## src/rrcc_pkg.sv

```systemverilog
// Shared types, constants and codes for the RGB ratio color classifier.
// Depends on nothing; used by rrcc_div, rgb_ratio_color_classifier and the bench.
`timescale 1ns / 1ps

package rrcc_pkg;

   // Sample and ratio formats
   localparam int SAMPLE_BITS     = 10;
   localparam int RATIO_FRAC_BITS = 8;
   localparam int RATIO_INT_BITS  = 8;
   localparam int QUOT_W          = RATIO_INT_BITS + RATIO_FRAC_BITS;
   localparam int OPND_W          = (SAMPLE_BITS + 1 > QUOT_W) ? SAMPLE_BITS + 1 : QUOT_W;
   localparam int CNT_W           = $clog2(QUOT_W);
   localparam logic [QUOT_W-1:0] RMAX = {QUOT_W{1'b1}};

   // Configuration register formats
   localparam int BRIGHT_W  = 10;
   localparam int THR_W     = 16;
   localparam int CSR_IDX_W = 3;
   localparam int CSR_DAT_W = 16;
   localparam int CMP_W     = (QUOT_W > THR_W) ? QUOT_W : THR_W;
   localparam int BRT_CMP_W = (SAMPLE_BITS > BRIGHT_W) ? SAMPLE_BITS : BRIGHT_W;

   localparam logic [CSR_IDX_W-1:0] CSR_BRIGHT = 3'd0;
   localparam logic [CSR_IDX_W-1:0] CSR_RED    = 3'd1;
   localparam logic [CSR_IDX_W-1:0] CSR_GREEN  = 3'd2;
   localparam logic [CSR_IDX_W-1:0] CSR_BLUE   = 3'd3;
   localparam logic [CSR_IDX_W-1:0] CSR_YELLOW = 3'd4;
   localparam logic [CSR_IDX_W-1:0] CSR_SECOND = 3'd5;

   localparam logic [THR_W-1:0] THR_RESET = 16'd256;

   // Floor(4x/5) by reciprocal multiply; exact for x below 2^SCALE_SHIFT / 4
   localparam int SCALE_SHIFT = SAMPLE_BITS + 4;
   localparam int SCALE_M_W   = SCALE_SHIFT - 2;
   localparam int SCALE_X_W   = SAMPLE_BITS + 2;
   localparam int SCALE_P_W   = SCALE_X_W + SCALE_M_W;
   localparam logic [SCALE_M_W-1:0] SCALE_MULT = SCALE_M_W'(((1 << SCALE_SHIFT) + 4) / 5);

   // Item kinds
   localparam logic REQ_RESTART  = 1'b0;
   localparam logic REQ_CLASSIFY = 1'b1;

   // Result classes
   localparam logic [2:0] CLASS_OTHER  = 3'd0;
   localparam logic [2:0] CLASS_RED    = 3'd1;
   localparam logic [2:0] CLASS_GREEN  = 3'd2;
   localparam logic [2:0] CLASS_BLUE   = 3'd3;
   localparam logic [2:0] CLASS_YELLOW = 3'd4;

   // Candidate index (first ratios)
   localparam logic [1:0] PICK_RED    = 2'd0;
   localparam logic [1:0] PICK_GREEN  = 2'd1;
   localparam logic [1:0] PICK_BLUE   = 2'd2;
   localparam logic [1:0] PICK_YELLOW = 2'd3;

   // Division sequence
   localparam logic [2:0] OP_RED    = 3'd0;
   localparam logic [2:0] OP_GREEN  = 3'd1;
   localparam logic [2:0] OP_BLUE   = 3'd2;
   localparam logic [2:0] OP_YELLOW = 3'd3;
   localparam logic [2:0] OP_SECOND = 3'd4;

   typedef logic [SAMPLE_BITS-1:0] sample_type;
   typedef logic [QUOT_W-1:0]      ratio_type;
   typedef logic [OPND_W-1:0]      opnd_type;

   typedef struct packed {
      sample_type r;
      sample_type g;
      sample_type b;
   } rgb_type;

   typedef struct packed {
      logic     start;
      opnd_type num;
      opnd_type den;
   } div_req_type;

   typedef struct packed {
      logic      done;
      ratio_type quot;
   } div_rsp_type;

   typedef enum logic [1:0] {
      ST_IDLE,
      ST_LAUNCH,
      ST_WAIT,
      ST_OUTPUT
   } ctrl_state_type;

endpackage

```

## src/rrcc_div.sv

```systemverilog
// Shared saturating fixed-point divider, one quotient bit per cycle.
// Depends on rrcc_pkg.
`timescale 1ns / 1ps

module rrcc_div (
   input  logic                  clock,
   input  logic                  reset,
   input  rrcc_pkg::div_req_type div_req,
   output rrcc_pkg::div_rsp_type div_rsp
);
   import rrcc_pkg::*;

   logic             busy_ff, busy_in;
   logic             done_ff, done_in;
   logic [CNT_W-1:0] cnt_ff, cnt_in;
   opnd_type         rem_ff, rem_in;
   opnd_type         den_ff, den_in;
   ratio_type        bits_ff, bits_in;
   ratio_type        quo_ff, quo_in;

   opnd_type         num_hi;
   logic             sat;
   logic [OPND_W:0]  shifted;
   logic [OPND_W:0]  diff;
   logic             fits;

   always_comb begin
      // quotient overflows when num >= 2^INT_BITS * den
      num_hi  = {{RATIO_INT_BITS{1'b0}}, div_req.num[OPND_W-1:RATIO_INT_BITS]};
      sat     = (div_req.den == '0) || (num_hi >= div_req.den);
      shifted = {rem_ff, bits_ff[QUOT_W-1]};
      diff    = shifted - {1'b0, den_ff};
      fits    = shifted >= {1'b0, den_ff};

      busy_in = busy_ff;
      done_in = 1'b0;
      cnt_in  = cnt_ff;
      rem_in  = rem_ff;
      den_in  = den_ff;
      bits_in = bits_ff;
      quo_in  = quo_ff;

      if (div_req.start) begin
         den_in  = div_req.den;
         rem_in  = num_hi;
         bits_in = {div_req.num[RATIO_INT_BITS-1:0], {RATIO_FRAC_BITS{1'b0}}};
         cnt_in  = '0;
         if (sat) begin
            quo_in  = RMAX;
            done_in = 1'b1;
         end else begin
            busy_in = 1'b1;
         end
      end else if (busy_ff) begin
         // restoring step: shift in next dividend bit, subtract if it fits
         rem_in  = fits ? diff[OPND_W-1:0] : shifted[OPND_W-1:0];
         quo_in  = {quo_ff[QUOT_W-2:0], fits};
         bits_in = {bits_ff[QUOT_W-2:0], 1'b0};
         cnt_in  = cnt_ff + 1'b1;
         if (cnt_ff == CNT_W'(QUOT_W - 1)) begin
            busy_in = 1'b0;
            done_in = 1'b1;
         end
      end
   end

   always_ff @(posedge clock) begin
      if (reset) begin
         busy_ff <= 1'b0;
         done_ff <= 1'b0;
      end else begin
         busy_ff <= busy_in;
         done_ff <= done_in;
      end
      cnt_ff  <= cnt_in;
      rem_ff  <= rem_in;
      den_ff  <= den_in;
      bits_ff <= bits_in;
      quo_ff  <= quo_in;
   end

   assign div_rsp.done = done_ff;
   assign div_rsp.quot = quo_ff;

endmodule

```

## src/rgb_ratio_color_classifier.sv

```systemverilog
// RGB ratio color classifier top level: sample history, sequencer, decision.
// Depends on rrcc_pkg and rrcc_div.
`timescale 1ns / 1ps

// Each classify item runs five divisions in turn on one shared restoring
// divider (red, green, blue and yellow ratios, then the second ratio of the
// winning candidate). A saturating division returns RMAX without any
// quotient bit steps; otherwise the divider gives one quotient bit per
// cycle. The input channel stalls from accept until the result item has
// been taken. A restart item is absorbed without a stall and gives no
// result. Configuration writes land at once and are meant for idle time.
module rgb_ratio_color_classifier (
   input  logic                    clock,
   input  logic                    reset,

   input  logic                    req_valid,
   output logic                    req_stall,
   input  logic                    req_type,
   input  rrcc_pkg::sample_type    req_red_in,
   input  rrcc_pkg::sample_type    req_green_in,
   input  rrcc_pkg::sample_type    req_blue_in,

   output logic                    rsp_valid,
   input  logic                    rsp_stall,
   output logic [2:0]              rsp_color_class,
   output rrcc_pkg::sample_type    rsp_sel_red,
   output rrcc_pkg::sample_type    rsp_sel_green,
   output rrcc_pkg::sample_type    rsp_sel_blue,

   input  logic                    csr_write,
   input  logic [rrcc_pkg::CSR_IDX_W-1:0] csr_index,
   input  logic [rrcc_pkg::CSR_DAT_W-1:0] csr_data
);
   import rrcc_pkg::*;

   // configuration registers
   logic [BRIGHT_W-1:0] bright_thr_ff;
   logic [THR_W-1:0]    red_thr_ff, green_thr_ff, blue_thr_ff, yellow_thr_ff;
   logic [THR_W-1:0]    second_thr_ff;

   // sequencer and datapath state
   ctrl_state_type state_ff, state_in;
   rgb_type        hist_ff [3];
   rgb_type        hist_in [3];
   sample_type     r_ff, r_in, g_ff, g_in, b_ff, b_in;
   ratio_type      ratio_ff [4];
   ratio_type      ratio_in [4];
   logic [2:0]     op_ff, op_in;
   logic [1:0]     best_ff, best_in;
   logic [2:0]     cls_ff, cls_in;

   // combinational helpers
   logic                  req_accept;
   logic [SCALE_X_W-1:0]  scale_x;
   logic [SCALE_P_W-1:0]  scale_p;
   sample_type            scaled_blue;
   logic [1:0]            best_now;
   sample_type            max_rgb;
   logic [THR_W-1:0]      thr_sel;
   logic [2:0]            cls_pick;
   logic                  bright_ok, ratio_ok, second_ok;
   div_req_type           div_req;
   div_rsp_type           div_rsp;

   rrcc_div u_div (
      .clock   (clock),
      .reset   (reset),
      .div_req (div_req),
      .div_rsp (div_rsp)
   );

   // Hold configuration; ignore writes beyond the last register
   always_ff @(posedge clock) begin
      if (reset) begin
         bright_thr_ff <= '0;
         red_thr_ff    <= THR_RESET;
         green_thr_ff  <= THR_RESET;
         blue_thr_ff   <= THR_RESET;
         yellow_thr_ff <= THR_RESET;
         second_thr_ff <= THR_RESET;
      end else if (csr_write) begin
         case (csr_index)
            CSR_BRIGHT: bright_thr_ff <= csr_data[BRIGHT_W-1:0];
            CSR_RED:    red_thr_ff    <= csr_data[THR_W-1:0];
            CSR_GREEN:  green_thr_ff  <= csr_data[THR_W-1:0];
            CSR_BLUE:   blue_thr_ff   <= csr_data[THR_W-1:0];
            CSR_YELLOW: yellow_thr_ff <= csr_data[THR_W-1:0];
            CSR_SECOND: second_thr_ff <= csr_data[THR_W-1:0];
            default: ;
         endcase
      end
   end

   assign req_stall  = (state_ff != ST_IDLE);
   assign req_accept = req_valid && !req_stall;

   // Scale incoming blue by 4/5, floored, via reciprocal multiply
   always_comb begin
      scale_x     = {req_blue_in, 2'b00};
      scale_p     = SCALE_P_W'(scale_x) * SCALE_P_W'(SCALE_MULT);
      scaled_blue = scale_p[SCALE_SHIFT +: SAMPLE_BITS];
   end

   // Argmax over the first ratios; first one wins on ties
   always_comb begin
      best_now = PICK_RED;
      if (ratio_ff[1] > ratio_ff[0]) best_now = PICK_GREEN;
      if (ratio_ff[2] > ratio_ff[best_now]) best_now = PICK_BLUE;
      if (ratio_ff[3] > ratio_ff[best_now]) best_now = PICK_YELLOW;
   end

   // Divider operands for the current step
   always_comb begin
      div_req.start = (state_ff == ST_LAUNCH);
      case (op_ff)
         OP_RED: begin
            div_req.num = OPND_W'({r_ff, 1'b0});
            div_req.den = OPND_W'(g_ff) + OPND_W'(b_ff);
         end
         OP_GREEN: begin
            div_req.num = OPND_W'({g_ff, 1'b0});
            div_req.den = OPND_W'(r_ff) + OPND_W'(b_ff);
         end
         OP_BLUE: begin
            div_req.num = OPND_W'({b_ff, 1'b0});
            div_req.den = OPND_W'(r_ff) + OPND_W'(g_ff);
         end
         OP_YELLOW: begin
            div_req.num = OPND_W'(r_ff) + OPND_W'(g_ff);
            div_req.den = OPND_W'({b_ff, 1'b0});
         end
         default: begin
            // second ratio of the winning candidate
            case (best_now)
               PICK_RED: begin
                  div_req.num = OPND_W'(ratio_ff[0]);
                  div_req.den = OPND_W'(ratio_ff[3]);
               end
               PICK_GREEN: begin
                  div_req.num = OPND_W'(ratio_ff[1]);
                  div_req.den = OPND_W'(ratio_ff[3]);
               end
               PICK_BLUE: begin
                  div_req.num = OPND_W'(ratio_ff[2]);
                  div_req.den = OPND_W'(ratio_ff[1]);
               end
               default: begin
                  div_req.num = OPND_W'(ratio_ff[3]);
                  div_req.den = OPND_W'(ratio_ff[0]);
               end
            endcase
         end
      endcase
   end

   // Decision terms, evaluated when the second ratio comes back
   always_comb begin
      max_rgb = r_ff;
      if (g_ff > max_rgb) max_rgb = g_ff;
      if (b_ff > max_rgb) max_rgb = b_ff;

      case (best_ff)
         PICK_RED: begin
            thr_sel  = red_thr_ff;
            cls_pick = CLASS_RED;
         end
         PICK_GREEN: begin
            thr_sel  = green_thr_ff;
            cls_pick = CLASS_GREEN;
         end
         PICK_BLUE: begin
            thr_sel  = blue_thr_ff;
            cls_pick = CLASS_BLUE;
         end
         default: begin
            thr_sel  = yellow_thr_ff;
            cls_pick = CLASS_YELLOW;
         end
      endcase

      bright_ok = BRT_CMP_W'(max_rgb) > BRT_CMP_W'(bright_thr_ff);
      ratio_ok  = CMP_W'(ratio_ff[best_ff]) >= CMP_W'(thr_sel);
      second_ok = CMP_W'(div_rsp.quot) > CMP_W'(second_thr_ff);
   end

   // Sequencer: next state and datapath updates
   always_comb begin
      state_in = state_ff;
      hist_in  = hist_ff;
      r_in     = r_ff;
      g_in     = g_ff;
      b_in     = b_ff;
      ratio_in = ratio_ff;
      op_in    = op_ff;
      best_in  = best_ff;
      cls_in   = cls_ff;

      case (state_ff)
         ST_IDLE: begin
            if (req_accept) begin
               if (req_type == REQ_RESTART) begin
                  // fill the whole history with the unscaled sample
                  hist_in[0] = '{r: req_red_in, g: req_green_in, b: req_blue_in};
                  hist_in[1] = hist_in[0];
                  hist_in[2] = hist_in[0];
               end else begin
                  // push; pick working color from three history depths
                  hist_in[0] = '{r: req_red_in, g: req_green_in, b: scaled_blue};
                  hist_in[1] = hist_ff[0];
                  hist_in[2] = hist_ff[1];
                  r_in       = req_green_in;
                  g_in       = hist_ff[0].r;
                  b_in       = hist_ff[1].b;
                  op_in      = OP_RED;
                  state_in   = ST_LAUNCH;
               end
            end
         end
         ST_LAUNCH: begin
            if (op_ff == OP_SECOND) begin
               best_in = best_now;
            end
            state_in = ST_WAIT;
         end
         ST_WAIT: begin
            if (div_rsp.done) begin
               if (op_ff == OP_SECOND) begin
                  cls_in   = (bright_ok && ratio_ok && second_ok) ? cls_pick : CLASS_OTHER;
                  state_in = ST_OUTPUT;
               end else begin
                  ratio_in[op_ff[1:0]] = div_rsp.quot;
                  op_in    = op_ff + 3'd1;
                  state_in = ST_LAUNCH;
               end
            end
         end
         ST_OUTPUT: begin
            // hold the result until taken
            if (!rsp_stall) begin
               state_in = ST_IDLE;
            end
         end
         default: state_in = ST_IDLE;
      endcase
   end

   always_ff @(posedge clock) begin
      if (reset) begin
         state_ff <= ST_IDLE;
         for (int i = 0; i < 3; i++) begin
            hist_ff[i] <= '0;
         end
      end else begin
         state_ff <= state_in;
         hist_ff  <= hist_in;
      end
      r_ff     <= r_in;
      g_ff     <= g_in;
      b_ff     <= b_in;
      ratio_ff <= ratio_in;
      op_ff    <= op_in;
      best_ff  <= best_in;
      cls_ff   <= cls_in;
   end

   assign rsp_valid       = (state_ff == ST_OUTPUT);
   assign rsp_color_class = cls_ff;
   assign rsp_sel_red     = r_ff;
   assign rsp_sel_green   = g_ff;
   assign rsp_sel_blue    = b_ff;

endmodule

```

## config.mk

```make
export PLATFORM = sky130hd
export DESIGN_NAME = rgb_ratio_color_classifier
export DESIGN_NICKNAME = d
export VERILOG_FILES = /design/src/rrcc_pkg.sv /design/src/rrcc_div.sv /design/src/rgb_ratio_color_classifier.sv
export SDC_FILE = /design/constraint.sdc
export NUM_CORES = 1
export LEC_CHECK = 0
export BUFFER_PORTS_ARGS = -buffer_cell sky130_fd_sc_hd__buf_2
export CAP_MARGIN = 20
export CELL_PAD_IN_SITES_DETAIL_PLACEMENT = 1
export CELL_PAD_IN_SITES_GLOBAL_PLACEMENT = 2
export CORE_ASPECT_RATIO = 0.7
export CORE_MARGIN = 2
export CORE_UTILIZATION = 40
export DETAILED_ROUTE_END_ITERATION = 6
export PLACE_DENSITY_LB_ADDON = 0.15
export SYNTH_ARGS = -nofsm -noshare
export SYNTH_HDL_FRONTEND = slang
export SYNTH_SLANG_ARGS = --single-unit
export TNS_END_PERCENT = 10
```

## constraint.sdc

```tcl
create_clock -name clock -period 10.7 [get_ports clock]
set_input_delay 2.14 -clock clock [delete_from_list [all_inputs] [get_ports clock]]
set_output_delay 2.14 -clock clock [all_outputs]
set_load 0.05 [all_outputs]
```

-- Word level (Yosys, flattened, before mapping)
Cells that the tools add are included.
- add/subtract/negate cells: 6
- reductions and logical operators: 29
- mux-type cells: 49
- magnitude comparators: 15
- eq/ne operators: 24
- bitwise logic cells: 5
- $mul: 1
- operators by type and width (cell ; number):
    $mux W16 ; 13
    $pmux W32 S4 ; 1
    $bmux W16 S2 ; 3
    $pmux W32 S3 ; 1
    $mux W70 ; 1
    $bwmux W64 ; 1
    $gt A16 B16 Y1 ; 4
    $pmux W16 S3 ; 1
    $add A10 B10 Y11 ; 3
    $demux W16 S2 ; 1
    $gt A10 B10 Y1 ; 3
    $mul A10 B12 Y22 const B ; 1
    $mux W10 ; 2
    $reduce_and A2 Y1 ; 9
    $ge A17 B16 Y1 ; 1
    $ge A16 B16 Y1 ; 1
    $ge A8 B16 Y1 ; 1
    $logic_not A16 Y1 ; 1
    $mux W8 ; 2
    $sub A16 B16 Y16 ; 1
    $mux W2 ; 7
    $eq A3 B2 Y1 const B ; 4
    $ge A3 B3 Y1 const B ; 4
    $mux W3 ; 4
    other kinds (25) ; 59
- output and inout port bits: 35
- register bits: 316

-- Logic depth before layout (Yosys ltp)
Gate-level depths: netlist of run 1.
- depth after elaboration: 21
- depth in mapped cells: 40
- mapped depth without buffers: 35

-- Modules after synthesis
From an unflattened synthesis of run 1, not the netlist that was laid out.
- cells, all modules: 2023
- area, all modules: 19097.1 um2
- by module, submodules not included (module ; cells an instance ; instances ; area an instance (um2)):
    rgb_ratio_color_classifier ; 1682 ; 1 ; 15528.6
    rrcc_div ; 341 ; 1 ; 3568.4

-- Worst setup path after synthesis of run 1
OpenSTA, ideal clock, no wires.
- kind: register to register
- start point: reg ratio_ff[46] (netlist name)
- end point: reg u_div.quo_ff[0], enable pin
- buffers on the path: 7
- clock period less this slack: 9.552 ns
- data arrival time: 9.116 ns
- library setup time: 0.436 ns
- stages on the path, launching flop included: 38
- path slack: 1.148 ns
- cells stage by stage: edfxtp_1 ha_1 nand4_1 nor3_1 o21ai_0 o211a_1 nor2_1 clkbuf_1 o21a_1 ha_1 nand3_2 nor4_2 a21boi_2 o41ai_2 buf_6 buf_2 buf_1 clkbuf_1 [... 2 more ...] and3_1 a211oi_2 a21oi_1 a211oi_2 nor2_1 clkbuf_1 clkbuf_1 nand2_1 a31oi_1 ha_1 a21o_1 a21o_1 a21o_1 a21o_1 a211o_1 a31o_2 a41oi_1 o41ai_1
- word-level cells in the longest chain between the ends: 21
- ends and longest elaborated chain (element ; line ; source):
    start: declaration ; rgb_ratio_color_classifier.sv:46 ; ratio_type ratio_ff [4];
    start signal: assignment ; rgb_ratio_color_classifier.sv:260 ; ratio_ff <= ratio_in;
    $gt A16 B16 Y1 ; rgb_ratio_color_classifier.sv:107 ; if (ratio_ff[1] > ratio_ff[0]) best_now = PICK_GREEN;
    $mux W1 ; rgb_ratio_color_classifier.sv:107 ;
    $not A2 Y3 (implied by the code) ; rgb_ratio_color_classifier.sv:108 ; if (ratio_ff[2] > ratio_ff[best_now]) best_now = PICK_BLUE;
    $bmux W16 S2 ; rgb_ratio_color_classifier.sv:108 ;
    $mux W16 (implied by the code) (2 in a row) ; rgb_ratio_color_classifier.sv:108 ;
    $gt A16 B16 Y1 ; rgb_ratio_color_classifier.sv:108 ;
    $mux W2 ; rgb_ratio_color_classifier.sv:108 ;
    $not A2 Y3 (implied by the code) ; rgb_ratio_color_classifier.sv:109 ; if (ratio_ff[3] > ratio_ff[best_now]) best_now = PICK_YELLOW;
    [... 4 more ...] ; - ;
    $mux W2 ; rgb_ratio_color_classifier.sv:109 ;
    $eq A2 B2 Y1, or another cell as far along ; rgb_ratio_color_classifier.sv:134 ; case (best_now)
    $pmux W32 S3 (*) ; rgb_ratio_color_classifier.sv:134 ;
    $pmux W32 S4 (*) ; rgb_ratio_color_classifier.sv:115 ; case (op_ff)
    $ge A8 B16 Y1 / $logic_not A16 Y1 (equally long branches) ; rrcc_div.sv:30 ; sat = (div_req.den == '0) || (num_hi >= div_req.den);
    $logic_or A1 B1 Y1 (*) ; rrcc_div.sv:30 ;
    $ne A2 B1 Y1 (no line) (*) ; - ;
    $reduce_and A2 Y1 (no line) (*) ; - ;
    end signal: assignment ; rrcc_div.sv:79 ; quo_ff <= quo_in;
    end: declaration ; rrcc_div.sv:19 ; ratio_type quo_ff, quo_in;
Mark *: on every way between the ends. The rest lies on a longest branch, timed or not. The select of a mux whose other input is x is not followed.
A chain may end at the register's enable or synchronous reset.

==> impl_metrics.tcl, run 1 <==
set metrics [dict create \
    outcome "finished clean" \
    worstHoldStart "hist_ff[86]" \
    synth.top_cell.area_share_pct 23.7 \
    layout_common_cells "nand2_1 (307), ha_1 (224), a21oi_1 (194)" \
    clk_latency_ns 0.54 \
    ys.flop_type "edfxtp_1" \
    powerDensity_nw_per_um2 158 \
    clockBufferDepth 3 \
    first_pass_iters 5 \
    grt_max_degree 86 \
    cts.sinks 286 \
    synth_seq_area_share_pct 38.1 \
    synthCells 2028 \
    fin_crit_sh_pct 90.5 \
    largest_reg_flops 64 \
    yosys.cell_types.count 86 \
    crit_fanout 38 \
    initial_core_util_pct 40.7 \
    holdPathStages 0 \
    multi_input_area_um2 10800 \
    final.setup_skew_ns 0.0197 \
    hpwl_um 48700 \
    whs_ns 0.432 \
    cts_buffers 34 \
    arrival_ns 9.94 \
    synth_area_um2 19000 \
    antenna_found_initial 1 \
    synthTopCellsByArea "edfxtp_1 (24%), ha_1 (15%), dfxtp_1 (14%)" \
    die_w_um 264 \
    setup_viol 0 \
    max_freq_mhz 103 \
    finalNetCount 2397 \
    slew_violations 0 \
    r2r-start "ratio_ff[47]" \
    worst_setup_path_end_kind "flop" \
    max_slew_margin_pct 27.3 \
    r2r_end "u_div.quo_ff[7]" \
    leakage_nw 8.91 \
    final_common_cell "nand2_1" \
    reg_top3 "ratio_ff: 64 flops, hist_ff: 30 flops" \
    path_clk_slew_ns 0.06 \
    via_per_inst 5.78 \
    synth_edf_count 150 \
    worst_path_max_delay_cell "nor3_1" \
    cts_setup_buffers 0 \
    die-height_um 186 \
    hold_buffers 0 \
    globalRouteOverflowTotal 0 \
    grt_pass1_vias 15900 \
    peakVddDrop_v 0.0000961 \
    max_stage_delay_ns 0.91 \
    regMostFlops "ratio_ff" \
    drtAntennaViolNets 0 \
    syn_nets 2336 \
    crit_type "flop to flop" \
    ys_ff_latch 286 \
    core-area_um2 46700 \
    vias 15800 \
    hold_class "flop to flop" \
    synth_top_area_cell "edfxtp_1" \
    synth.avg_cell_area_um2 9.36 \
    postPlaceCellArea_um2 20000 \
    nFillCells 5274 \
    rsz0062_at_grt "false" \
    grt_util_all_layers_pct 25.9 \
    seqCellArea_um2 7230 \
    crit_path_frequent_cell "a21o_1" \
    fin_tns_setup_ns 0 \
    syn2layout_area_growth_pct 11.8 \
    holdPathEnd "rsp_sel_green[6]" \
    synthArstFlopShare_pct 0 \
    design_area_um2 21200 \
    yosys_warnings 0 \
    layout-drive-gt1-share_pct 10.7 \
    wl_per_cell_um 23.6 \
    drc 0 \
    startpoint_type "flop" \
    ctsResizeCount 0 \
    num_antenna_cells 0 \
    place_congestion 0.965 \
    port_buffers 89 \
    rows 66 \
    cap_violations 0 \
    wirelength_um 64300 \
    io-pin-count 90 \
    reg2reg_slack_ns 1.02 \
    finalCriticalPeriod_ns 9.68 \
    tightest_slew_ns 1.08 \
    cp.required_ns 10.96 \
    rr_worst_depth 34 \
    die-area_um2 49300 \
    clockRootBuffer "clkbuf_16" \
    cts-htree-levels 2 \
    grt_pass1_wl_um 98900 \
    drtIter0Drc 1198 \
    cts_tree "done" \
    hold_violations 0 \
]
[layout make-up]
cell class | instances | share of cell area, %
inverters | 170 | 3.00
clock inverters | 24 | 1.20
multi-input cells | 1484 | 50.8
flip-flops and latches | 286 | 34.0
well taps | 612 | 3.61
clock buffers | 37 | 4.26
repair buffers | 113 | 3.11
[worst max-delay path by stage]
| stage | startpoint | to | slack [ns] | cells after the start |
|---|---|---|---|---|
| 6_report | ratio_ff[47] | u_div.quo_ff[7] | 1.02 | 34 |
| 5_1_grt | ratio_ff[46] | u_div.quo_ff[7] | 0.44 | 34 |
| 4_1_cts | ratio_ff[46] | u_div.quo_ff[7] | 1.21 | 35 |
| 3_5_place_dp | ratio_ff[47] | u_div.quo_ff[12] | 1.25 | 35 |
| 3_3_place_gp | ratio_ff[46] | u_div.quo_ff[11] | 1.60 | 35 |
| 2_1_floorplan | ratio_ff[46] | u_div.quo_ff[0] | 1.15 | 37 |
[where the power goes]
| part | leakage [nW] | internal [mW] | switching, mW |
|---|---|---|---|
| combinational | 5.84 | 0.342 | 0.523 |
| sequential | 2.49 | 1.22 | 0.0501 |
| clock | 0.577 | 0.717 | 0.507 |
| total | 8.91 | 2.28 | 1.08 |
[routing by layer]
layer	global-route usage, %	share of wire (%)
met1	40.9	52
met2	37.6	41
met3	3.59	5.6
met4	4.48	1.6
met5	0	0
[logic make-up (layout without fill, tap and decap cells)]
group,after synthesis,in the layout,synth area share [%]
simple gates,623,623,15.0
compound gates,507,507,17.5
flops,286,286,38.1
buf+inv,258,344,5.32
fa+ha+maj,253,253,17.8
mux,66,66,4.64
xor+xnor,35,35,1.61
[per-stage QoR]
stage / setup WS (ns) / cells / utilization [%] / power [mW]
global placement: 1.60 / 2661 / 42.9 / 2.12
floorplan: 1.15 / 2028 / - / 1.90
CTS: 1.21 / 2722 / 45.4 / 3.39
global route: 0.440 / 2726 / 45.5 / 3.56
finish: 1.02 / 2726 / 45.5 / 3.36
detailed placement: 1.25 / 2661 / 42.9 / 2.15
[worst max-delay path, delay by kind of cell, from the launching register on]
family | cells | cell delay, ns
compound gates | 16 | 3.68
fa+ha+maj | 4 | 1.27
simple gates | 11 | 3.10
flops | 1 | 0.44
buf+inv | 3 | 0.85
[Yosys cell counts, types with 32 or more instances]
master	number
nand2_1	307
ha_1	224
a21oi_1	194
inv_1	168
edfxtp_1	150
dfxtp_1	136
nor2_1	96
clkbuf_1	73
o21ai_0	63
a21o_1	42
mux2i_1	36
nor3_1	36
nand2b_1	32
nand3_1	32
Note: power is estimated with default switching activity, not from simulation.
==> run 2, diff against run 1 <==
--- a/config.mk
+++ b/config.mk
@@ -16,5 +16,6 @@
 export PLACE_DENSITY_LB_ADDON = 0.15
 export SYNTH_ARGS = -nofsm -noshare
 export SYNTH_HDL_FRONTEND = slang
+export SYNTH_HIERARCHICAL = 1
 export SYNTH_SLANG_ARGS = --single-unit
 export TNS_END_PERCENT = 10
==> impl_metrics.tcl, run 2 <==
set metrics [dict create \
    synthArstFlopShare_pct 0 \
    final.setup_skew_ns 0.0286 \
    synth.top_cell.area_share_pct 23.6 \
    arrival_ns 10.01 \
    fin_crit_sh_pct 91.4 \
    worst_setup_path_end_kind "flop" \
    max_stage_delay_ns 0.75 \
    regMostFlops "ratio_ff" \
    worst_path_max_delay_cell "a221oi_1" \
    wl_per_cell_um 23.4 \
    yosysMostFrequentCell "nand2_1" \
    cts_buffers 30 \
    synth.avg_cell_area_um2 9.44 \
    finalNonFillerCells 2705 \
    crit_fanout 19 \
    globalRouteOverflowTotal 0 \
    cap_violations 0 \
    synthTopCellsByArea "edfxtp_1 (24%), ha_1 (15%), dfxtp_1 (14%)" \
    drtAntennaViolNets 0 \
    postPlaceCellArea_um2 20000 \
    slew_violations 0 \
    cts-htree-levels 1 \
    via_per_inst 5.82 \
    grtUsageMet3_pct 4.58 \
    setup_viol 0 \
    reg_top3 "ratio_ff: 64 flops, hist_ff: 30 flops" \
    final_common_cell "nand2_1" \
    largest_reg_flops 64 \
    ys.flop_type "edfxtp_1" \
    clk_latency_ns 0.61 \
    peakVddDrop_v 0.000127 \
    grt_pass1_wl_um 97200 \
    synth_seq_area_share_pct 37.8 \
    clockBufferDepth 3 \
    io-pin-count 90 \
    rows 66 \
    nFillCells 5329 \
    dp.cells 2648 \
    die_w_um 265 \
    layout_common_cells "nand2_1 (301), ha_1 (225), a21oi_1 (202)" \
    antenna_found_initial 1 \
    initial_core_util_pct 40.8 \
    die-height_um 187 \
    synthCells 2023 \
    ys_ff_latch 286 \
    port_buffers 89 \
    die-area_um2 49500 \
    synth_area_um2 19100 \
    powerDensity_nw_per_um2 162 \
    core-area_um2 46800 \
    rsz0062_at_grt "false" \
    syn2layout_area_growth_pct 10.5 \
    final_core_util_pct 45.1 \
    crit_type "flop to flop" \
    clockRootBuffer "clkbuf_16" \
    synth_edf_count 150 \
    max_slew_margin_pct 25.9 \
    drtIter0Drc 1383 \
    fin_tns_setup_ns 0 \
    netlist_top_cells_count "nand2_1 (301), ha_1 (225), a21oi_1 (202)" \
    gr-max-usage-layer "met1" \
    syn_nets 2332 \
    path_clk_slew_ns 0.06 \
    leakage_nw 8.78 \
    hold_violations 0 \
    design_area_um2 21100 \
    first_pass_iters 7 \
    startpoint_type "flop" \
    grt_pass1_vias 15700 \
    hpwl_um 48200 \
    synth_top_area_cell "edfxtp_1" \
    yosys.cell_types.count 88 \
    ctsResizeCount 0 \
    met1_usage_pct 40.8 \
    cts_setup_buffers 0 \
    cts.sinks 286 \
    cts_tree "done" \
    place_congestion 0.885 \
    drc 0 \
    finalNetCount 2377 \
    hold_class "flop to flop" \
    grt_util_all_layers_pct 25.4 \
    gr-usage-met2_pct 34.9 \
    yosys_warnings 6 \
    hold_buffers 0 \
    grt_max_degree 69 \
    outcome "finished clean" \
    finalCriticalPeriod_ns 9.78 \
    max_freq_mhz 102 \
    wirelength_um 63200 \
    cp.required_ns 10.93 \
    tightest_slew_ns 1.10 \
    layout-drive-gt1-share_pct 11.7 \
    vias 15800 \
]
-- run 2: kinds of logic (layout without fill, tap and decap cells) --
kind of cell	count (synthesis)	in the layout	synth area share [%]
and+or+nand+nor	603	603	14.3
buffers and inverters	250	319	5.37
DFF	286	286	37.8
adders and majority gates	254	254	17.8
muxes	72	72	4.99
other	0	1	0
xor gates and xnor gates	39	39	1.79
AOI/OAI and AO/OA	519	519	17.9
-- run 2: worst paths after layout --
kind,from,endpoint,slack (ns),cells after the start
worst max-delay path,ratio_ff[49],u_div/quo_ff[5],0.92,33
worst max register to register,ratio_ff[49],u_div/quo_ff[5],0.92,33
worst min-delay path,hist_ff[31],rsp_sel_blue[1],0.44,0
worst min register to register,hist_ff[31],rsp_sel_blue[1],0.44,0
-- run 2: cell type report --
class | instances | area (um^2) | area share, %
multi-input cells | 1487 | 10900 | 51.5
flip-flops and latches | 286 | 7230 | 34.2
well taps | 612 | 766 | 3.63
clock buffers | 31 | 754 | 3.57
inverters | 157 | 589 | 2.79
repair buffers | 106 | 576 | 2.73
clock inverters | 25 | 325 | 1.54
diodes | 1 | 2.50 | 0.0119
-- run 2: stage by stage --
| stage | power [mW] | worst slack [ns] | hold WS, ns |
|---|---|---|---|
| global route | 3.60 | 0.380 | 0.440 |
| finish | 3.41 | 0.923 | 0.435 |
| global placement | 2.24 | 1.32 | 0.413 |
| CTS | 3.43 | 1.16 | 0.433 |
| detailed placement | 2.27 | 1.20 | 0.418 |
| floorplan | 2.01 | 3.42 | 0.408 |
-- run 2: routing by layer --
| layer | wire length, um | share of wire (%) |
|---|---|---|
| met1 | 32600 | 52 |
| met2 | 25000 | 40 |
| met4 | 1230 | 1.9 |
| met3 | 4430 | 7.0 |
| met5 | 0 | 0 |
-- run 2: where the power goes --
group          total [mW]  leakage [nW]  internal [mW]  switching (mW)
Combinational       0.983          5.78          0.386           0.597
Clock                1.16         0.512          0.666           0.491
Sequential           1.27          2.48           1.22          0.0548
Total                3.41          8.78           2.27            1.14
-- run 2: worst max-delay path: cells and delay by family, from the launching register on --
| kind | cells | cell delay (ns) |
|---|---|---|
| fa+ha+maj | 4 | 1.06 |
| compound gates | 15 | 3.85 |
| simple gates | 11 | 3.27 |
| buf+inv | 3 | 0.69 |
| flops | 1 | 0.46 |
